<file path="config.mk">
export PLATFORM = sky130hd
export DESIGN_NAME = modbus_rtu_read_registers_master_top_flat
export DESIGN_NICKNAME = d
export VERILOG_FILES = /design/src/rtl/mbrm_pkg.sv /design/src/rtl/mbrm_if.sv /design/src/rtl/mbrm_queue.sv /design/src/rtl/mbrm_front.sv /design/src/rtl/mbrm_back.sv /design/src/rtl/modbus_rtu_read_registers_master_top.sv /design/src/flat_wrapper.sv
export SDC_FILE = /design/constraint.sdc
export NUM_CORES = 1
export LEC_CHECK = 0
export ABC_AREA = 1
export BUFFER_PORTS_ARGS = -buffer_cell sky130_fd_sc_hd__buf_2
export CAP_MARGIN = 10
export CORE_ASPECT_RATIO = 0.7
export CORE_MARGIN = 3
export CORE_UTILIZATION = 39
export CTS_CLUSTER_DIAMETER = 40
export DETAILED_ROUTE_END_ITERATION = 12
export PLACE_DENSITY = 0.62
export SLEW_MARGIN = 30
export SYNTH_ARGS = -nofsm -noshare
export SYNTH_HDL_FRONTEND = slang
export SYNTH_SLANG_ARGS = --single-unit
</file>
<file path="constraint.sdc">
create_clock -name clock -period 3.5 [get_ports clock]
set_input_delay 1.05 -clock clock [delete_from_list [all_inputs] [get_ports clock]]
set_output_delay 1.05 -clock clock [all_outputs]
set_load 0.02 [all_outputs]
</file>
<file path="src/rtl/mbrm_pkg.sv">
// mbrm_pkg: shared types, codes, constants and crc helper for the
// modbus read-registers master; no dependencies
`default_nettype none

package mbrm_pkg;

   // defaults and fixed constants
   localparam int          MAX_REGS_DEF = 4;
   localparam int          CNT_W        = 4;
   localparam int          STEP_W       = 3;
   localparam int          QUEUE_DEPTH  = 2;
   localparam int          CSR_IDX_W    = 2;
   localparam int          CSR_DATA_W   = 16;
   localparam logic [7:0]  FUNC_READ    = 8'h03;
   localparam logic [15:0] CRC_INIT     = 16'hFFFF;
   localparam logic [15:0] CRC_POLY     = 16'hA001;
   localparam logic [15:0] TICK_SAT     = 16'hFFFF;

   // input item kinds
   typedef enum logic [1:0] {
      KIND_START = 2'd0,
      KIND_BYTE  = 2'd1,
      KIND_TICK  = 2'd2
   } in_kind_type;

   // result item kinds
   typedef enum logic [1:0] {
      OUT_TX    = 2'd0,
      OUT_VALUE = 2'd1,
      OUT_FAIL  = 2'd2
   } out_kind_type;

   // status codes
   typedef enum logic [2:0] {
      ST_OK         = 3'd0,
      ST_TIMEOUT    = 3'd1,
      ST_BAD_HEADER = 3'd2,
      ST_BAD_COUNT  = 3'd3,
      ST_CRC        = 3'd4
   } status_type;

   // configuration register indexes
   typedef enum logic [CSR_IDX_W-1:0] {
      CSR_SLAVE_ADDR = 2'd0,
      CSR_FIRST_REG  = 2'd1,
      CSR_REG_COUNT  = 2'd2,
      CSR_TIMEOUT    = 2'd3
   } csr_index_type;

   // jobs handed from front to back
   typedef enum logic [1:0] {
      JOB_REQUEST = 2'd0,
      JOB_VALUES  = 2'd1,
      JOB_FAIL    = 2'd2
   } job_kind_type;

   typedef struct packed {
      job_kind_type kind;
      status_type   status;
   } job_type;

   // live configuration
   typedef struct packed {
      logic [7:0]  slave_addr;
      logic [15:0] first_register;
      logic [2:0]  register_count;
      logic [15:0] timeout_ticks;
   } cfg_type;

   // back end sequencer
   typedef enum logic [1:0] {
      BK_IDLE    = 2'd0,
      BK_REQUEST = 2'd1,
      BK_VALUES  = 2'd2
   } back_state_type;

   // crc-16/modbus update by one byte
   function automatic logic [15:0] crc_byte(input logic [15:0] crc, input logic [7:0] data);
      logic [15:0] c;
      c = crc ^ {8'h00, data};
      for (int b = 0; b < 8; b++) begin
         c = c[0] ? ((c >> 1) ^ CRC_POLY) : (c >> 1);
      end
      return c;
   endfunction

   // register count clamped to 1..max
   function automatic logic [CNT_W-1:0] eff_count(input logic [2:0] cnt,
                                                  input logic [CNT_W-1:0] max_regs);
      logic [CNT_W-1:0] n;
      n = {1'b0, cnt};
      if (n == '0) begin
         n = {{(CNT_W-1){1'b0}}, 1'b1};
      end
      if (n > max_regs) begin
         n = max_regs;
      end
      return n;
   endfunction

endpackage

`default_nettype wire

</file>
<file path="src/rtl/mbrm_if.sv">
// mbrm_req_if / mbrm_rsp_if: valid/ready channels of the master
// depends on nothing
`default_nettype none

interface mbrm_req_if;
   logic       valid;
   logic       ready;
   logic [1:0] kind;
   logic [7:0] rx_byte;

   modport source (output valid, kind, rx_byte, input ready);
   modport sink   (input valid, kind, rx_byte, output ready);
endinterface

interface mbrm_rsp_if;
   logic        valid;
   logic        ready;
   logic [1:0]  out_kind;
   logic [15:0] payload;
   logic [1:0]  reg_index;
   logic [2:0]  status;
   logic        last;

   modport source (output valid, out_kind, payload, reg_index, status, last, input ready);
   modport sink   (input valid, out_kind, payload, reg_index, status, last, output ready);
endinterface

`default_nettype wire

</file>
<file path="src/rtl/mbrm_queue.sv">
// mbrm_queue: short job queue between front and back
// depends on mbrm_pkg
`default_nettype none

module mbrm_queue
   import mbrm_pkg::*;
#(
   parameter int DEPTH = QUEUE_DEPTH
) (
   input  wire logic    clock,
   input  wire logic    reset,
   input  wire logic    push,
   input  job_type      push_job,
   input  wire logic    pop,
   output job_type      head_job,
   output logic         full,
   output logic         empty
);

   localparam int PTR_W = (DEPTH > 1) ? $clog2(DEPTH) : 1;
   localparam int CNT_QW = $clog2(DEPTH + 1);

   job_type             entry_ff [DEPTH];
   logic [PTR_W-1:0]    wr_ptr_ff, wr_ptr_in;
   logic [PTR_W-1:0]    rd_ptr_ff, rd_ptr_in;
   logic [CNT_QW-1:0]   count_ff,  count_in;

   assign full     = (count_ff == CNT_QW'(DEPTH));
   assign empty    = (count_ff == '0);
   assign head_job = entry_ff[rd_ptr_ff];

   // pointer and fill count update
   always_comb begin
      wr_ptr_in = wr_ptr_ff;
      rd_ptr_in = rd_ptr_ff;
      count_in  = count_ff;
      if (push) begin
         wr_ptr_in = (wr_ptr_ff == PTR_W'(DEPTH - 1)) ? '0 : wr_ptr_ff + PTR_W'(1);
      end
      if (pop) begin
         rd_ptr_in = (rd_ptr_ff == PTR_W'(DEPTH - 1)) ? '0 : rd_ptr_ff + PTR_W'(1);
      end
      if (push && !pop) begin
         count_in = count_ff + CNT_QW'(1);
      end else if (pop && !push) begin
         count_in = count_ff - CNT_QW'(1);
      end
   end

   always_ff @(posedge clock) begin
      if (reset) begin
         wr_ptr_ff <= '0;
         rd_ptr_ff <= '0;
         count_ff  <= '0;
      end else begin
         wr_ptr_ff <= wr_ptr_in;
         rd_ptr_ff <= rd_ptr_in;
         count_ff  <= count_in;
      end
   end

   // entry storage
   always_ff @(posedge clock) begin
      if (push) begin
         entry_ff[wr_ptr_ff] <= push_job;
      end
   end

endmodule

`default_nettype wire

</file>
<file path="src/rtl/mbrm_front.sv">
// mbrm_front: accepts items, tracks the reply frame, checks it and
// queues jobs; holds the register value store. depends on mbrm_pkg, mbrm_if
`default_nettype none

module mbrm_front
   import mbrm_pkg::*;
#(
   parameter int MAX_REGS = MAX_REGS_DEF,
   parameter int IDX_W    = (MAX_REGS > 1) ? $clog2(MAX_REGS) : 1
) (
   input  wire logic        clock,
   input  wire logic        reset,
   input  cfg_type          cfg,
   mbrm_req_if.sink         req,
   output logic             push,
   output job_type          push_job,
   input  wire logic        full,
   input  wire logic        values_done,
   input  wire logic [IDX_W-1:0] rd_idx,
   output logic [15:0]      rd_data
);

   logic              awaiting_ff, awaiting_in;
   logic [4:0]        bytes_ff,    bytes_in;
   logic [15:0]       crc_ff,      crc_in;
   logic [15:0]       ticks_ff,    ticks_in;
   logic              hdr_ok_ff,   hdr_ok_in;
   logic [7:0]        count_ff,    count_in;
   logic [7:0]        crc_low_ff,  crc_low_in;
   logic [7:0]        high_ff,     high_in;
   logic              busy_ff,     busy_in;
   logic [15:0]       values_ff [MAX_REGS];

   logic              accept;
   logic              wr_en;
   logic [IDX_W-1:0]  wr_idx;
   logic [CNT_W-1:0]  n;
   logic [5:0]        data_end;
   logic [5:0]        total;
   logic [5:0]        pos;
   logic [4:0]        off;
   logic [15:0]       limit;

   // frame geometry from the live register count
   assign n        = eff_count(cfg.register_count, CNT_W'(MAX_REGS));
   assign data_end = 6'd3 + {1'b0, n, 1'b0};
   assign total    = data_end + 6'd2;
   assign pos      = {1'b0, bytes_ff};
   assign off      = bytes_ff - 5'd3;
   assign limit    = (cfg.timeout_ticks == '0) ? 16'd1 : cfg.timeout_ticks;

   // values are held while the back end reads them out
   assign req.ready = !full && !busy_ff;
   assign accept    = req.valid && req.ready;
   assign rd_data   = values_ff[rd_idx];

   // classify the item and update the reply state
   always_comb begin
      awaiting_in = awaiting_ff;
      bytes_in    = bytes_ff;
      crc_in      = crc_ff;
      ticks_in    = ticks_ff;
      hdr_ok_in   = hdr_ok_ff;
      count_in    = count_ff;
      crc_low_in  = crc_low_ff;
      high_in     = high_ff;
      busy_in     = busy_ff;
      push        = 1'b0;
      push_job    = '{kind: JOB_REQUEST, status: ST_OK};
      wr_en       = 1'b0;
      wr_idx      = off[IDX_W:1];

      if (values_done) begin
         busy_in = 1'b0;
      end

      if (accept) begin
         case (req.kind)
            KIND_START: begin
               push        = 1'b1;
               push_job    = '{kind: JOB_REQUEST, status: ST_OK};
               awaiting_in = 1'b1;
               bytes_in    = '0;
               crc_in      = CRC_INIT;
               ticks_in    = '0;
               hdr_ok_in   = 1'b1;
               count_in    = '0;
               crc_low_in  = '0;
               high_in     = '0;
            end
            KIND_TICK: begin
               if (awaiting_ff) begin
                  if (ticks_ff != TICK_SAT) begin
                     ticks_in = ticks_ff + 16'd1;
                  end
                  if (ticks_in >= limit) begin
                     awaiting_in = 1'b0;
                     push        = 1'b1;
                     push_job    = '{kind: JOB_FAIL, status: ST_TIMEOUT};
                  end
               end
            end
            KIND_BYTE: begin
               if (awaiting_ff) begin
                  if (pos < data_end) begin
                     crc_in = crc_byte(crc_ff, req.rx_byte);
                  end
                  // field decode by byte position
                  if (pos == 6'd0) begin
                     if (req.rx_byte != cfg.slave_addr) begin
                        hdr_ok_in = 1'b0;
                     end
                  end else if (pos == 6'd1) begin
                     if (req.rx_byte != FUNC_READ) begin
                        hdr_ok_in = 1'b0;
                     end
                  end else if (pos == 6'd2) begin
                     count_in = req.rx_byte;
                  end else if (pos < data_end) begin
                     if (!off[0]) begin
                        high_in = req.rx_byte;
                     end else begin
                        wr_en = 1'b1;
                     end
                  end else if (pos == data_end) begin
                     crc_low_in = req.rx_byte;
                  end

                  bytes_in = bytes_ff + 5'd1;

                  // frame complete: run the checks in order
                  if (pos + 6'd1 >= total) begin
                     awaiting_in = 1'b0;
                     push        = 1'b1;
                     if (!hdr_ok_in) begin
                        push_job = '{kind: JOB_FAIL, status: ST_BAD_HEADER};
                     end else if (count_in != {3'b000, n, 1'b0}) begin
                        push_job = '{kind: JOB_FAIL, status: ST_BAD_COUNT};
                     end else if (crc_in != {req.rx_byte, crc_low_in}) begin
                        push_job = '{kind: JOB_FAIL, status: ST_CRC};
                     end else begin
                        push_job = '{kind: JOB_VALUES, status: ST_OK};
                        busy_in  = 1'b1;
                     end
                  end
               end
            end
            default: begin
            end
         endcase
      end
   end

   always_ff @(posedge clock) begin
      if (reset) begin
         awaiting_ff <= 1'b0;
         bytes_ff    <= '0;
         crc_ff      <= CRC_INIT;
         ticks_ff    <= '0;
         hdr_ok_ff   <= 1'b1;
         count_ff    <= '0;
         crc_low_ff  <= '0;
         high_ff     <= '0;
         busy_ff     <= 1'b0;
      end else begin
         awaiting_ff <= awaiting_in;
         bytes_ff    <= bytes_in;
         crc_ff      <= crc_in;
         ticks_ff    <= ticks_in;
         hdr_ok_ff   <= hdr_ok_in;
         count_ff    <= count_in;
         crc_low_ff  <= crc_low_in;
         high_ff     <= high_in;
         busy_ff     <= busy_in;
      end
   end

   // register value store, big-endian byte pairs
   always_ff @(posedge clock) begin
      if (wr_en) begin
         values_ff[wr_idx] <= {high_ff, req.rx_byte};
      end
   end

endmodule

`default_nettype wire

</file>
<file path="src/rtl/mbrm_back.sv">
// mbrm_back: carries out queued jobs, one result per cycle while rsp is ready, into an
// output register; builds the request frame and its crc. depends on mbrm_pkg, mbrm_if
`default_nettype none

module mbrm_back
   import mbrm_pkg::*;
#(
   parameter int MAX_REGS = MAX_REGS_DEF,
   parameter int IDX_W    = (MAX_REGS > 1) ? $clog2(MAX_REGS) : 1
) (
   input  wire logic        clock,
   input  wire logic        reset,
   input  cfg_type          cfg,
   input  wire logic        empty,
   input  job_type          head_job,
   output logic             pop,
   output logic             values_done,
   output logic [IDX_W-1:0] rd_idx,
   input  wire logic [15:0] rd_data,
   mbrm_rsp_if.source       rsp
);

   back_state_type     state_ff, state_in;
   logic [STEP_W-1:0]  step_ff,  step_in;
   logic [15:0]        crc_ff,   crc_in;
   logic               valid_ff, valid_in;
   logic [1:0]         kind_ff,  kind_in;
   logic [15:0]        payload_ff, payload_in;
   logic [1:0]         idx_ff,   idx_in;
   logic [2:0]         status_ff, status_in;
   logic               last_ff,  last_in;

   logic               load;
   logic [CNT_W-1:0]   n;
   logic [7:0]         tx_byte;

   assign n    = eff_count(cfg.register_count, CNT_W'(MAX_REGS));
   assign load = !valid_ff || rsp.ready;

   assign rsp.valid     = valid_ff;
   assign rsp.out_kind  = kind_ff;
   assign rsp.payload   = payload_ff;
   assign rsp.reg_index = idx_ff;
   assign rsp.status    = status_ff;
   assign rsp.last      = last_ff;

   assign rd_idx = (state_ff == BK_VALUES) ? step_ff[IDX_W-1:0] : '0;

   // request frame byte for the current step
   always_comb begin
      case (step_ff)
         3'd1:    tx_byte = FUNC_READ;
         3'd2:    tx_byte = cfg.first_register[15:8];
         3'd3:    tx_byte = cfg.first_register[7:0];
         3'd4:    tx_byte = 8'h00;
         3'd5:    tx_byte = {{(8-CNT_W){1'b0}}, n};
         3'd6:    tx_byte = crc_ff[7:0];
         3'd7:    tx_byte = crc_ff[15:8];
         default: tx_byte = cfg.slave_addr;
      endcase
   end

   // sequencer: next state and output register load
   always_comb begin
      state_in    = state_ff;
      step_in     = step_ff;
      crc_in      = crc_ff;
      valid_in    = valid_ff;
      kind_in     = kind_ff;
      payload_in  = payload_ff;
      idx_in      = idx_ff;
      status_in   = status_ff;
      last_in     = last_ff;
      pop         = 1'b0;
      values_done = 1'b0;

      case (state_ff)
         BK_IDLE: begin
            if (load) begin
               valid_in = 1'b0;
               if (!empty) begin
                  pop       = 1'b1;
                  valid_in  = 1'b1;
                  idx_in    = '0;
                  status_in = ST_OK;
                  case (head_job.kind)
                     JOB_REQUEST: begin
                        kind_in    = OUT_TX;
                        payload_in = {8'h00, cfg.slave_addr};
                        last_in    = 1'b0;
                        crc_in     = crc_byte(CRC_INIT, cfg.slave_addr);
                        step_in    = STEP_W'(1);
                        state_in   = BK_REQUEST;
                     end
                     JOB_VALUES: begin
                        kind_in    = OUT_VALUE;
                        payload_in = rd_data;
                        last_in    = (n == CNT_W'(1));
                        step_in    = STEP_W'(1);
                        if (n == CNT_W'(1)) begin
                           values_done = 1'b1;
                        end else begin
                           state_in = BK_VALUES;
                        end
                     end
                     default: begin
                        kind_in    = OUT_FAIL;
                        payload_in = '0;
                        status_in  = head_job.status;
                        last_in    = 1'b1;
                     end
                  endcase
               end
            end
         end
         BK_REQUEST: begin
            if (load) begin
               valid_in   = 1'b1;
               kind_in    = OUT_TX;
               payload_in = {8'h00, tx_byte};
               idx_in     = '0;
               status_in  = ST_OK;
               last_in    = (step_ff == 3'd7);
               if (step_ff < 3'd6) begin
                  crc_in = crc_byte(crc_ff, tx_byte);
               end
               step_in = step_ff + STEP_W'(1);
               if (step_ff == 3'd7) begin
                  state_in = BK_IDLE;
               end
            end
         end
         BK_VALUES: begin
            if (load) begin
               valid_in   = 1'b1;
               kind_in    = OUT_VALUE;
               payload_in = rd_data;
               idx_in     = step_ff[1:0];
               status_in  = ST_OK;
               last_in    = ({1'b0, step_ff} + CNT_W'(1) == n);
               step_in    = step_ff + STEP_W'(1);
               if ({1'b0, step_ff} + CNT_W'(1) == n) begin
                  values_done = 1'b1;
                  state_in    = BK_IDLE;
               end
            end
         end
         default: begin
            state_in = BK_IDLE;
         end
      endcase
   end

   always_ff @(posedge clock) begin
      if (reset) begin
         state_ff <= BK_IDLE;
         step_ff  <= '0;
         valid_ff <= 1'b0;
      end else begin
         state_ff <= state_in;
         step_ff  <= step_in;
         valid_ff <= valid_in;
      end
   end

   // payload side of the output register and request crc
   always_ff @(posedge clock) begin
      crc_ff     <= crc_in;
      kind_ff    <= kind_in;
      payload_ff <= payload_in;
      idx_ff     <= idx_in;
      status_ff  <= status_in;
      last_ff    <= last_in;
   end

endmodule

`default_nettype wire

</file>
<file path="src/rtl/modbus_rtu_read_registers_master_top.sv">
// modbus_rtu_read_registers_master_top: configuration registers, front,
// job queue and back. depends on mbrm_pkg, mbrm_if, mbrm_queue, mbrm_front, mbrm_back
//
//   channel    direction  handshake        carries
//   req_bus    in         valid/ready      kind, rx_byte
//   rsp_bus    out        valid/ready      out_kind, payload, reg_index, status, last
//   csr_*      in         write enable     csr_index, csr_wdata
//
// the front takes one item per cycle while req_bus.ready is high: bytes and ticks
// update the reply state in that cycle. a start gives eight transmit bytes and a
// good reply n values, one per cycle from the back while rsp_bus is ready; the
// front holds new items until the value store has been read out. a failure gives
// one status, through the job queue and the output register. reset is synchronous
// and clears all control state; no clearing pass. a stalled rsp_bus holds the
// output register; the two-entry queue then fills and req_bus.ready drops.
`default_nettype none

module modbus_rtu_read_registers_master_top
   import mbrm_pkg::*;
#(
   parameter int MAX_REGS = MAX_REGS_DEF
) (
   input  wire logic                  clock,
   input  wire logic                  reset,
   mbrm_req_if.sink                   req_bus,
   mbrm_rsp_if.source                 rsp_bus,
   input  wire logic                  csr_we,
   input  wire logic [CSR_IDX_W-1:0]  csr_index,
   input  wire logic [CSR_DATA_W-1:0] csr_wdata
);

   localparam int IDX_W = (MAX_REGS > 1) ? $clog2(MAX_REGS) : 1;

   cfg_type           cfg_ff, cfg_in;
   logic              q_push;
   job_type           q_push_job;
   logic              q_pop;
   job_type           q_head;
   logic              q_full;
   logic              q_empty;
   logic              values_done;
   logic [IDX_W-1:0]  rd_idx;
   logic [15:0]       rd_data;

   // configuration register writes
   always_comb begin
      cfg_in = cfg_ff;
      if (csr_we) begin
         case (csr_index)
            CSR_SLAVE_ADDR: cfg_in.slave_addr     = csr_wdata[7:0];
            CSR_FIRST_REG:  cfg_in.first_register = csr_wdata;
            CSR_REG_COUNT:  cfg_in.register_count = csr_wdata[2:0];
            CSR_TIMEOUT:    cfg_in.timeout_ticks  = csr_wdata;
            default: begin
            end
         endcase
      end
   end

   always_ff @(posedge clock) begin
      if (reset) begin
         cfg_ff <= '{slave_addr: 8'd1, first_register: 16'd30,
                     register_count: 3'd3, timeout_ticks: 16'd500};
      end else begin
         cfg_ff <= cfg_in;
      end
   end

   // front: item intake and reply checking
   mbrm_front #(
      .MAX_REGS (MAX_REGS),
      .IDX_W    (IDX_W)
   ) u_front (
      .clock       (clock),
      .reset       (reset),
      .cfg         (cfg_ff),
      .req         (req_bus),
      .push        (q_push),
      .push_job    (q_push_job),
      .full        (q_full),
      .values_done (values_done),
      .rd_idx      (rd_idx),
      .rd_data     (rd_data)
   );

   // job queue
   mbrm_queue #(
      .DEPTH (QUEUE_DEPTH)
   ) u_queue (
      .clock    (clock),
      .reset    (reset),
      .push     (q_push),
      .push_job (q_push_job),
      .pop      (q_pop),
      .head_job (q_head),
      .full     (q_full),
      .empty    (q_empty)
   );

   // back: result sequencing
   mbrm_back #(
      .MAX_REGS (MAX_REGS),
      .IDX_W    (IDX_W)
   ) u_back (
      .clock       (clock),
      .reset       (reset),
      .cfg         (cfg_ff),
      .empty       (q_empty),
      .head_job    (q_head),
      .pop         (q_pop),
      .values_done (values_done),
      .rd_idx      (rd_idx),
      .rd_data     (rd_data),
      .rsp         (rsp_bus)
   );

   // queue never written when full nor read when empty
   a_no_overflow: assert property (@(posedge clock) disable iff (reset)
      q_push |-> !q_full)
      else $error("job queue overflow");

   a_no_underflow: assert property (@(posedge clock) disable iff (reset)
      q_pop |-> !q_empty)
      else $error("job queue underflow");

   // transmit bytes use only the low byte of the payload
   a_tx_narrow: assert property (@(posedge clock) disable iff (reset)
      (rsp_bus.valid && rsp_bus.out_kind == OUT_TX) |-> (rsp_bus.payload[15:8] == 8'h00))
      else $error("transmit byte wider than eight bits");

   // a failure is a single, final result with empty payload and a real code
   a_fail_form: assert property (@(posedge clock) disable iff (reset)
      (rsp_bus.valid && rsp_bus.out_kind == OUT_FAIL)
         |-> (rsp_bus.last && rsp_bus.payload == 16'h0000 && rsp_bus.status != ST_OK))
      else $error("malformed failure result");

endmodule

`default_nettype wire
</file>
<file path="src/flat_wrapper.sv">
// flat-port wrapper written by rule: the top's interface ports become plain ports
module modbus_rtu_read_registers_master_top_flat import mbrm_pkg::*;
#(
   parameter int MAX_REGS = MAX_REGS_DEF
)
  (clock, reset, csr_we, csr_index, csr_wdata, req_bus_valid, req_bus_kind, req_bus_rx_byte, req_bus_ready, rsp_bus_valid, rsp_bus_out_kind, rsp_bus_payload, rsp_bus_reg_index, rsp_bus_status, rsp_bus_last, rsp_bus_ready);
  mbrm_req_if req_bus_i ();
  mbrm_rsp_if rsp_bus_i ();
  input  wire logic clock;
  input  wire logic reset;
  input  wire logic csr_we;
  input  wire logic [CSR_IDX_W-1:0] csr_index;
  input  wire logic [CSR_DATA_W-1:0] csr_wdata;
  input wire logic [$bits(req_bus_i.valid)-1:0] req_bus_valid;
  input wire logic [$bits(req_bus_i.kind)-1:0] req_bus_kind;
  input wire logic [$bits(req_bus_i.rx_byte)-1:0] req_bus_rx_byte;
  output wire logic [$bits(req_bus_i.ready)-1:0] req_bus_ready;
  output wire logic [$bits(rsp_bus_i.valid)-1:0] rsp_bus_valid;
  output wire logic [$bits(rsp_bus_i.out_kind)-1:0] rsp_bus_out_kind;
  output wire logic [$bits(rsp_bus_i.payload)-1:0] rsp_bus_payload;
  output wire logic [$bits(rsp_bus_i.reg_index)-1:0] rsp_bus_reg_index;
  output wire logic [$bits(rsp_bus_i.status)-1:0] rsp_bus_status;
  output wire logic [$bits(rsp_bus_i.last)-1:0] rsp_bus_last;
  input wire logic [$bits(rsp_bus_i.ready)-1:0] rsp_bus_ready;
  assign req_bus_i.valid = req_bus_valid;
  assign req_bus_i.kind = req_bus_kind;
  assign req_bus_i.rx_byte = req_bus_rx_byte;
  assign req_bus_ready = req_bus_i.ready;
  assign rsp_bus_valid = rsp_bus_i.valid;
  assign rsp_bus_out_kind = rsp_bus_i.out_kind;
  assign rsp_bus_payload = rsp_bus_i.payload;
  assign rsp_bus_reg_index = rsp_bus_i.reg_index;
  assign rsp_bus_status = rsp_bus_i.status;
  assign rsp_bus_last = rsp_bus_i.last;
  assign rsp_bus_i.ready = rsp_bus_ready;
  modbus_rtu_read_registers_master_top #(.MAX_REGS(MAX_REGS)) u_core (.clock(clock), .reset(reset), .req_bus(req_bus_i), .rsp_bus(rsp_bus_i), .csr_we(csr_we), .csr_index(csr_index), .csr_wdata(csr_wdata));
endmodule
</file>
# == Word level (Yosys, flattened, before mapping) ==
# Memories as Yosys holds them, arrays and structs flattened. A register that Yosys moved wholly into a read port is not among the register bits.
# Index checks and enable logic that the tools add are counted.
# word_totals
output_inout_bits,26
memories,2
in_bits,33
regBits,157
wordCells,340
rom_bits,0
mem_bits_rw,74
latch_bits,0
# mem_list
name,words,word_bits,read_ports,rd_clocked_by_memory_dff,wr,line_no,source
u_core.u_front.values_ff,4,16,1,0,1,mbrm_front.sv:32,logic [15:0] values_ff [MAX_REGS];
u_core.u_queue.entry_ff,2,5,1,1,1,mbrm_queue.sv:23,job_type entry_ff [DEPTH];
# op_classes
n_addsub,12
n_shift,0
n_eq_ne,45
n_mux,183
n_mul,0
div_mod_pow,0
bitwise_logic,27
n_lt_le_gt_ge,5
n_reduce_logical,41
# ops
op,count
2-to-1 mux 16 bit,44
2-to-1 mux 8 bit,22
case mux 16 bit (2 select lines),4
inverter 2 -> 3 bit,24
2-to-1 mux 1 bit,56
case mux 8 bit (7 select lines),1
case mux 16 bit (3 select lines),1
case mux 8 bit (2 select lines),3
2-to-1 mux 5 bit,9
2-to-1 mux 2 bit,17
bitwise XOR 16 x 8 -> 16 bit,2
2-to-1 mux 3 bit,10
"inequality test 2 bit, second input constant",14
case mux 5 bit (2 select lines),2
case mux 2 bit (3 select lines),3
"adder 16 x 1 -> 16 bit, second input constant",1
greater-or-equal comparator 16 bit,1
zero test 16 bit,1
inequality test 16 bit,1
"inequality test 16 bit, second input constant",1
inverter 8 -> 16 bit,1
AND reduction 8 bit,2
"== test 3 bit, second input constant",4
case mux 3 bit (2 select lines),2
other kinds (46),87

# == Logic depth before layout (Yosys ltp) ==
# Gate-level depths: netlist of the first run.
# depth
ltp_word,29
depth_mapped,28
mapped_depth_nobuf,28

# == Hierarchy ==
# A second synthesis of the first run with hierarchy kept.
# hier_totals
cells_unflattened,1731
hier_area_um2,13103.8
# modules_own_cells
mod,instances,cells_per_inst,area_each_um2
mbrm_front,1,1000,7503.4
mbrm_back,1,423,3281.9
modbus_rtu_read_registers_master_top,1,260,1732.9
mbrm_queue,1,48,585.6

# == Worst setup path after synthesis of the first run ==
# No wires, ideal clock.
# synth_timing
kind,register to register
startpoint,register u_core.cfg_ff[18] (netlist bit)
endpoint,memory u_core.u_front.values_ff[2][0] (enable)
stages_incl_launch_ff,15
setup_slack_ns,-0.382
setup_ns,0.409
arrival_ns,3.473
n_path_buf,2
path_cell_list,dfxtp_1 buf_2 nor2_1 ha_1 inv_1 nor2_1 inv_1 ha_1 nand4_1 nand3_2 inv_2 buf_2 nand4_1 nand3b_1 nor3_1
# synth_between
elab_chain_cells,15
# synth_rtl
item,line_no,source
"start, declared",modbus_rtu_read_registers_master_top.sv:34,"cfg_type cfg_ff, cfg_in;"
"start signal, assigned",modbus_rtu_read_registers_master_top.sv:62,"cfg_ff <= '{slave_addr: 8'd1, first_register: 16'd30,"
"start signal, assigned",modbus_rtu_read_registers_master_top.sv:65,cfg_ff <= cfg_in;
zero test 3 bit,mbrm_pkg.sv:92,if (n == '0) begin
2-to-1 mux 3 bit *,mbrm_pkg.sv:92,
greater-than comparator 4 x 3 -> 1 bit,mbrm_pkg.sv:95,if (n > max_regs) begin
2-to-1 mux 3 bit *,mbrm_pkg.sv:95,
adder 2 x 5 -> 6 bit *,mbrm_front.sv:46,"assign data_end = 6'd3 + {1'b0, n, 1'b0};"
less-than comparator 5 x 6 -> 1 bit *,mbrm_front.sv:119,end else if (pos < data_end) begin
2-to-1 mux 1 bit *,mbrm_front.sv:119,
2-to-1 mux 1 bit *,mbrm_front.sv:117,end else if (pos == 6'd2) begin
2-to-1 mux 1 bit *,mbrm_front.sv:113,end else if (pos == 6'd1) begin
2-to-1 mux 1 bit *,mbrm_front.sv:109,if (pos == 6'd0) begin
2-to-1 mux 1 bit *,mbrm_front.sv:104,if (awaiting_ff) begin
2-to-1 mux 1 bit *,mbrm_front.sv:78,case (req.kind)
2-to-1 mux 1 bit *,mbrm_front.sv:77,if (accept) begin
2-to-1 mux 1 bit *,mbrm_front.sv:180,if (wr_en) begin
2-to-1 mux 1 bit (not written as such) *,mbrm_front.sv:181,"values_ff[wr_idx] <= {high_ff, req.rx_byte};"
"end, declared",mbrm_front.sv:32,
# Every way passes the cells marked *; elsewhere a longest branch is shown, timed or not.

# == Final worst setup path of the first run ==
# layout_timing
startpoint,register u_core.u_front.ticks_ff[4]
endpoint,register u_core.u_queue.count_ff[1]
# layout_between
elab_chain_cells,13
word_cells_on_any_way,16
classes_between,add/sub: 1; order compare: 1; eq/ne: 1; mux: 9; reduce/logical: 4
# layout_rtl
item,line_no,source
"start, declared",mbrm_front.sv:26,"logic [15:0] ticks_ff, ticks_in;"
"start signal, assigned",mbrm_front.sv:169,ticks_ff <= ticks_in;
adder 16 x 1 -> 16 bit / inequality test 16 bit (equally long branches),"mbrm_front.sv:94, mbrm_front.sv:93",
2-to-1 mux 16 bit *,mbrm_front.sv:93,if (ticks_ff != TICK_SAT) begin
2-to-1 mux 16 bit *,mbrm_front.sv:92,if (awaiting_ff) begin
2-to-1 mux 16 bit *,mbrm_front.sv:78,
2-to-1 mux 16 bit *,mbrm_front.sv:77,
greater-or-equal comparator 16 bit *,mbrm_front.sv:96,if (ticks_in >= limit) begin
2-to-1 mux 1 bit *,mbrm_front.sv:96,
2-to-1 mux 1 bit *,mbrm_front.sv:92,
case mux 1 bit (3 select lines) *,mbrm_front.sv:78,
2-to-1 mux 1 bit *,mbrm_front.sv:77,
net u_core.q_push,modbus_rtu_read_registers_master_top.sv:35,logic q_push;
zero test 1 bit,mbrm_queue.sv:45,end else if (pop && !push) begin
logical AND 1 bit,mbrm_queue.sv:45,
nonzero test 2 bit (no line),--,
"end signal, assigned",mbrm_queue.sv:58,count_ff <= count_in;
"end, declared",mbrm_queue.sv:26,"logic [CNT_QW-1:0] count_ff, count_in;"
# The timed path passes the listed nets; every way through them passes the cells marked *. The select of a mux whose other input is x is not followed.
# A chain may end at the register's enable or synchronous reset.

==> metrics, run 1 <==
clock-pin slew reported for the worst setup and hold paths after clock tree synthesis 0.06 ns; number of warnings reported in the yosys synthesis log 0; Top Metal Used met4; number of standard cells in the final layout excluding fillers 2113; CTS H-tree lvls 1; met1 layer wirelength in the final routing 18520 µm; total power consumption of the routed design 9230 µW; buffer levels on the longest clock path 3; remaining routing DRC violations 0; gr usage total 21.53%; outcome complete, no violations; hold path startpoint u_core.u_front.crc_low_ff[1]; sort of element at the end of the critical path register; worst path required time 3.94 ns; register bit total from synthesis 232; Post-Synthesis Net Count 1642; cells along the critical path nand2_4 -> nor2_4 -> nand3_4 -> nor2_4 -> nand4_1 -> nor2_2 -> nand2_2 -> nor2_2 -> nor2_1 -> xor2_1 -> ha_1 -> a21oi_1 -> o21ai_1 -> a21oi_1 -> nand3_2 -> nand2_1 -> nand2_1 -> nand4_1 -> nand2_2 -> ha_4 -> a21oi_2 -> o21ai_1 -> o21ai_1 -> a21oi_1; unrepaired setup endpoints after global routing yes; number of library cell types mapped by synthesis 54; Cell Pwr Density 614.1 nW/µm²; final worst setup slack 0.06259 ns; clock tree from TritonCTS done; post-synthesis compound-gate area fraction 14.10%; number of global-route vias before repair 10300; peak per-stage delay on the critical path 0.36 ns; starting density of the core 40.38%; post-route clock period utilization 98.21%; Routed met2 length 14800 µm; Layout Cell Area excl Fill 15030 µm²; Async S/R FF share, synth 0%; Peak supply drop 366.5 µV; main combinational cell family by area after synthesis simple AND/OR/NAND/NOR gates; router iterations before antenna repair 8; post-synthesis area per instance 7.921 µm²; commonest register cell after synthesis dfxtp_1; worst slack, placed -0.07718 ns; clock tree sinks 232; port bufs 58; clock insertion delay at the later pin of the skew report 0.57 ns; violation count after the first detailed-route iteration 1095; routed wire length 37040 µm; netlist area before placement 12370 µm²; die outline width 218.9 µm; post-synthesis sequential area ratio 46.76%; number of placed instances, taps included 2050; final setup violation count 0; maximum clock rate 290.9 MHz; startpoint-to-endpoint class of the critical path reg -> reg; DPL Wire Length 26920 µm; Data arrival, critical path 3.87 ns; number of maximum-capacitance constraint violations 0; most common cell after layout, fill and taps aside nand2_1; I/O pin total 59; crit path max fanout 3; layout cell share with drive strength beyond 1 17.28%; clk root buf clkbuf_16; headroom to the max-slew limit 44.28%; portion of netlist area occupied by mux cells 0.6472%; origin of the critical flop-to-flop path u_core.u_front.ticks_ff[4]; CP max-delay cell dfxtp_2; Cells after Synth 1562; DIE AREA 33930 µm²; startpoint kind of the worst setup timing path register; leftover overflow at the end of global routing 0; Final Max Tran Viols 0; post-synthesis share of cell area spent on xor and xnor gates 2.549%; commonest non-fill, non-tap cells in the layout 414 x nand2_1, 168 x inv_1, 120 x a21oi_1, 114 x edfxtp_1, 111 x dfxtp_1; clock period minus final worst setup slack 3.437 ns; first-pass GRT wire length 57650 µm; area overhead of the layout relative to synthesis 21.49%; Cell Area, Placed 13570 µm²; number of antenna-violating nets in the routed design 0; dominant cells by area after synthesis edfxtp_1 28%, dfxtp_1 19%, nand2_1 13%; fraction of the mapped netlist area in adder cells 4.814%; source of the critical timing path u_core.u_front.ticks_ff[4]; final routed wire length divided by cell count 17.53 µm; synthesized-area fraction occupied by and/or/nand/nor cells 23.41%; reported leakage power 0.006407 µW; worst-case clock skew 0.02125 ns; count of inserted antenna diode cells 0; worst-case hold slack 0.4662 ns; number of enable flip-flop cells after synthesis 114; sum of met3 wire segment lengths after detailed routing 3298 µm; Worst-Margin Slew 0.8349 ns; number of CTS-inserted buffers 30; via count 11120; core area 30640 µm²; pin count of the biggest net entering global routing 59; nets 1757; count of hold-fix buffers inserted at cts 0; most area-hungry cell type in the Yosys netlist edfxtp_1; final estimated routing congestion in global placement 0.9207; type of the tightest min-delay check reg -> reg; number of rows created at floorplan 53; number of antenna violations at the first check in global routing 0; DR vias/cell 5.263; share of the synthesized area in the top cell type 27.67%; Final Hold Vio Count 0; Die Y 155.0 µm
path summary, 6_finish.rpt:
path                                   to  slack (ns)  cells after the start
max            u_core.u_queue.count_ff[1]        0.06                     24
min          u_core.u_front.crc_low_ff[1]        0.47                      2
max reg2reg    u_core.u_queue.count_ff[1]        0.06                     24
min reg2reg  u_core.u_front.crc_low_ff[1]        0.47                      2
flip-flops by register name, summed over array words and instances (netlist names), 2 cells and up, named ones only:
signal / count
u_core.u_front.bytes_ff: 5
u_core.cfg_ff: 43
u_core.u_front.values_ff: 64
u_core.u_queue.entry_ff: 10
u_core.u_back.step_ff: 3
u_core.u_front.crc_ff: 16
u_core.u_queue.count_ff: 2
u_core.u_back.crc_ff: 16
u_core.u_back.state_ff: 2
u_core.u_front.high_ff: 8
u_core.u_back.rsp.out_kind: 2
u_core.u_back.rsp.status: 3
u_core.u_back.rsp.payload: 16
u_core.u_front.ticks_ff: 16
u_core.u_front.count_ff: 8
u_core.u_back.rsp.reg_index: 2
u_core.u_front.crc_low_ff: 8
cells by family (layout without fill, tap and decap cells):
group / after synthesis / after routing
simple gates: 690 / 690
compound gates: 306 / 306
buf+inv: 243 / 382
flops: 232 / 232
fa+ha+maj: 47 / 47
xor+xnor: 36 / 36
mux: 8 / 8
power by group:
part / total, µW / leakage [µW] / internal, µW / switching, µW
clock: 3300 / 0.000515 / 2020 / 1280
sequential: 3390 / 0.00205 / 3240 / 151
combinational: 2540 / 0.00385 / 761 / 1780
synthesized netlist by cell type, drive strengths merged, types with 13 or more instances:
cell type	n
ha	46
inv	183
clkbuf	39
a21oi	125
buf	17
o22ai	25
nand3	96
edfxtp	114
nor2	114
xor2	23
nand4	21
nand2	423
xnor2	13
o21ai	107
dfxtp	118
nor3	21
metal layers:
metal	vias to the layer above	track usage (%)
met5	-	0
met4	0	3.238
met2	393	30.48
li1	5475	-
met1	5213	33.81
met3	39	4.900
worst max-delay path: cells and delay by family, from the launching register on:
kind                       cells  cell delay [ns]
AOI/OAI and AO/OA              7             0.77
xor gates and xnor gates       1             0.23
adders and majority gates      2             0.52
DFF                            1             0.36
and+or+nand+nor               14             1.43
area by class of cell:
type | instances | area, µm²
fillers | 2990 | 15610
multi-input cells | 1087 | 5959
flip-flops and latches | 232 | 5794
repair buffers | 139 | 987.2
clock buffers | 36 | 794.5
inverters | 187 | 706.9
well taps | 412 | 515.5
clock inverters | 20 | 272.8
metrics by stage:
step	setup TNS [ns]	utilization (%)
after global routing	-1.906	49.06
after detailed placement	-0.3376	44.28
after floorplan	-24.45	-
after global placement	0	44.28
final	0	49.06
after CTS	0	47.91
timing repair:
action | in CTS | in global routing
setup buffers | 2 | 6
hold endpoints to repair | 0 | 0
resized for setup | 9 | 81
pin swaps | 2 | 25
endpoints found under the setup margin | 14 | 20
Power figures use the tool's default switching activity.
==> run 2, diff against run 1 <==
SYNTH_HIERARCHICAL = 1   (was not set)
==> run 2 against run 1 <==
The run now ends with setup timing left. Register-to-register slack got worse by 0.17 ns. Synthesized cell count grew 11%. Sequential share of layout area shrank 2.6 points. Area after synthesis increased by 5.9%. Routed wire length up 5.9%. First-iteration DRC count grew 4.0%. Flip-flop and latch count unchanged. Critical path type unchanged. Highest routed layer unchanged.
==> metrics, run 2 <==
outcome finished with violations; violations in the final reports setup timing; final estimated routing congestion in global placement 0.9338 (+1.4%); clock insertion delay at the later pin of the skew report 0.58 ns (about the same); port bufs 58 (unchanged); portion of netlist area occupied by mux cells 0.4297% (-0.22 points); DPL Wire Length 27970 µm (+3.9%); Layout Cell Area excl Fill 16110 µm² (+7.2%); Data arrival, critical path 4.08 ns (+0.21 ns); FF-to-FF path depth 24 (unchanged); worst path required time 3.97 ns (+0.03 ns); headroom to the max-slew limit 55.54% (+11 points); number of antenna-violating nets in the routed design 0 (unchanged); switch share 38.73% (+4.0 points); die outline width 225.1 µm (+2.8%); area overhead of the layout relative to synthesis 22.96%; routed wire length 39240 µm (+5.9%); nets 1955 (+11%); Async S/R FF share, synth 0% (unchanged); peak per-stage delay on the critical path 0.35 ns (about the same); number of antenna violations at the first check in global routing 1 (+1); router iterations before antenna repair 8 (unchanged); reported leakage power 0.007266 µW (+13%); clock period minus final worst setup slack 3.608 ns (+0.1708 ns); I/O pin total 59 (unchanged); crit path max fanout 3 (unchanged); area of combinational cells with multiple inputs 6659 µm² (+12%); clock tree from TritonCTS done; final setup violation count 14 (+14); clk root buf clkbuf_16; layout cell share with drive strength beyond 1 20.75% (+3.5 points); commonest register cell after synthesis dfxtp_1; commonest non-fill, non-tap cells in the layout 451 x nand2_1, 203 x inv_1, 189 x nor2_1, 114 x edfxtp_1, 113 x dfxtp_1; post-synthesis share of cell area spent on xor and xnor gates 2.339% (-0.21 points); leftover overflow at the end of global routing 0 (unchanged); fillcell total 3112 (+4.1%); terminating pin of the worst hold path u_core/cfg_ff[6]; Worst-Margin Slew 0.6629 ns (-0.1720 ns); worst-case hold slack 0.4560 ns (-0.01020 ns); gr usage total 20.96% (-0.57 points); CTS H-tree lvls 1 (unchanged); fraction of power consumed by combinational cells 36.2% (+8.7 points); flop2flop setup slack -0.11 ns (-0.17 ns); most common cell after layout, fill and taps aside nand2_1; total power consumption of the routed design 10690 µW (+16%); type of the tightest min-delay check reg -> reg; post-synthesis sequential area ratio 44.15% (-2.6 points); register bit total from synthesis 232 (unchanged); Final Max Tran Viols 0 (unchanged); number of global-route vias before repair 11030 (+7.0%); netlist area before placement 13100 µm² (+5.9%); register area 5792 µm² (about the same); worst-case clock skew 0.02190 ns (+0.0006495 ns); kind of cell with the highest combined delay on the critical path simple AND/OR/NAND/NOR gates; clock tree sinks 232 (unchanged); via count 12170 (+9.4%); clock network power share 31.3% (-4.5 points); origin of the critical flop-to-flop path u_core/u_front/ticks_ff[1]; number of CTS-inserted buffers 31 (+3.3%); maximum clock rate 277.1 MHz (-4.7%); largest registers u_core/u_front/values_ff: 64 flops, u_core/cfg_ff: 43 flops; most area-hungry cell type in the Yosys netlist edfxtp_1; Synth top cells by count 465 x nand2_1, 211 x inv_1, 200 x nor2_1; Most flops, register u_core/u_front/values_ff; post-route clock period utilization 103.1% (+4.9 points); final core utilization 49.29% (+0.23 points); startpoint kind of the worst setup timing path register; Post-Synthesis Net Count 1812 (+10%); violation count after the first detailed-route iteration 1139 (+4.0%); Peak supply drop 396.2 µV (+8.1%); number of maximum-capacitance constraint violations 0 (unchanged); r2r endpoint u_core/u_queue/count_ff[1]; number of rows created at floorplan 55 (+3.8%); CP max-delay cell dfxtp_2; number of cells on the worst hold path 2 (unchanged); DR vias/cell 5.229 (-0.65%); final worst setup slack -0.1082 ns (-0.1708 ns); share of the synthesized area in the top cell type 26.12% (-1.5 points); starting density of the core 40.09% (-0.29 points); core area 32690 µm² (+6.7%); fraction of the mapped netlist area in adder cells 4.641% (-0.17 points); buffer levels on the longest clock path 3 (unchanged); synthesized-area fraction occupied by and/or/nand/nor cells 29.95% (+6.5 points); startpoint-to-endpoint class of the critical path reg -> reg; pin count of the biggest net entering global routing 45 (-24%); clock-pin slew reported for the worst setup and hold paths after clock tree synthesis 0.06 ns (about the same); number of warnings reported in the yosys synthesis log 6 (+6); Cell Pwr Density 663.3 nW/µm² (+8.0%); hold path startpoint u_core/cfg_ff[6]; cells along the critical path ha_4 -> nand2_4 -> nor3_4 -> nand2_2 -> nor2_4 -> buf_6 -> nand3_4 -> nand2_4 -> buf_6 -> nor2_2 -> xor2_1 -> ha_1 -> buf_4 -> a21oi_2 -> o221ai_1 -> nand2_1 -> nand3_2 -> o211ai_1 -> o21ai_2 -> ha_4 -> inv_4 -> nand4_1 -> nand2_1 -> nor2_1; cell with the most instances after synthesis nand2_1; main combinational cell family by area after synthesis simple AND/OR/NAND/NOR gates; worst slack, placed -0.3188 ns (-0.2416 ns); flip-flop count of the largest register, all copies and words added 64 (unchanged); DIE AREA 35870 µm² (+5.7%); remaining routing DRC violations 0 (unchanged); dominant cells by area after synthesis edfxtp_1 26%, dfxtp_1 18%, nand2_1 13%; sort of element at the end of the critical path register; total internal power 6549 µW (+8.8%); final routed wire length divided by cell count 16.86 µm (-3.8%); proportion of power drawn by flip-flops and latches 32.6% (-4.1 points); first-pass GRT wire length 60420 µm (+4.8%); unrepaired setup endpoints after global routing yes; Die Y 159.4 µm (+2.8%); net switching power 4139 µW (+29%); number of library cell types mapped by synthesis 51 (-5.6%); post-synthesis compound-gate area fraction 9.873% (-4.2 points); post-synthesis area per instance 7.570 µm² (-4.4%); CP Buf/Inv Count 4 (+4); number of enable flip-flop cells after synthesis 114 (unchanged); Final Hold Vio Count 0 (unchanged); Cell Area, Placed 14320 µm² (+5.5%); Cells after Synth 1731 (+11%)
[run 2: worst max-delay path by stage]
stage                                from                             end  slack, ns  cells past startpoint
2_1_floorplan           u_core/cfg_ff[18]  u_core/u_front/values_ff[2][0]      -0.20                     12
3_3_place_gp   u_core/u_front/ticks_ff[0]   u_core/u_queue/entry_ff[0][0]      -0.28                     22
3_5_place_dp   u_core/u_front/ticks_ff[0]   u_core/u_queue/entry_ff[0][0]      -0.32                     20
4_1_cts        u_core/u_front/ticks_ff[1]   u_core/u_queue/entry_ff[0][0]      0.004                     22
5_1_grt        u_core/u_front/ticks_ff[1]      u_core/u_queue/count_ff[1]      -0.25                     25
6_report       u_core/u_front/ticks_ff[1]      u_core/u_queue/count_ff[1]      -0.11                     24
[run 2: kinds of logic (layout without fill, tap and decap cells)]
| family | Yosys count | in the layout |
|---|---|---|
| buf+inv | 285 | 452 |
| fa+ha+maj | 48 | 48 |
| mux | 5 | 5 |
| flops | 232 | 232 |
| xor+xnor | 35 | 35 |
| compound gates | 228 | 228 |
| other cells | 0 | 1 |
| simple gates | 898 | 899 |
[run 2: layer usage]
metal	up-vias	GRT usage [%]	share of wire (%)
li1	5938	-	-
met1	5667	32.20	48
met2	499	30.09	41
met3	63	4.423	8.2
met4	0	4.475	2.3
met5	-	0	0
[run 2: power by group through the flow]
stage,logic [µW],clock network (µW),registers [µW]
final,3860,3340,3480
after global placement,3650,0,3530
after CTS,3750,3400,3480
after detailed placement,3710,0,3540
after global routing,4250,3530,3510
after floorplan,2420,0,3710
[run 2: what timing repair did]
| action | CTS | global route |
|---|---|---|
| buffers inserted | 10 | 18 |
| gates resized for setup | 26 | 95 |
| hold buffers | 0 | 0 |
| cloned | 0 | 1 |
| pin swaps | 14 | 43 |
| setup endpoints to repair | 13 | 21 |
[run 2: cell type report]
| type | count | share of cell area [%] |
|---|---|---|
| multi-input cells | 1215 | 41.33 |
| flip-flops and latches | 232 | 35.94 |
| repair buffers | 165 | 7.253 |
| inverters | 229 | 5.397 |
| clock buffers | 36 | 4.931 |
| well taps | 427 | 3.316 |
| clock inverters | 22 | 1.817 |
| diodes | 1 | 0.01553 |
[run 2: tightest hold or removal path, cell delays in order, from the launching register on]
cell	delay [ns]
dfxtp_1	0.30
nand2_1	0.06
nand2_1	0.05
[run 2: per-stage QoR]
stage | cells | TNS, ns
floorplan | 1731 | -12.92
global placement | 2240 | -3.184
CTS | 2308 | 0
global route | 2327 | -3.269
finish | 2327 | -1.096
detailed placement | 2240 | -3.887
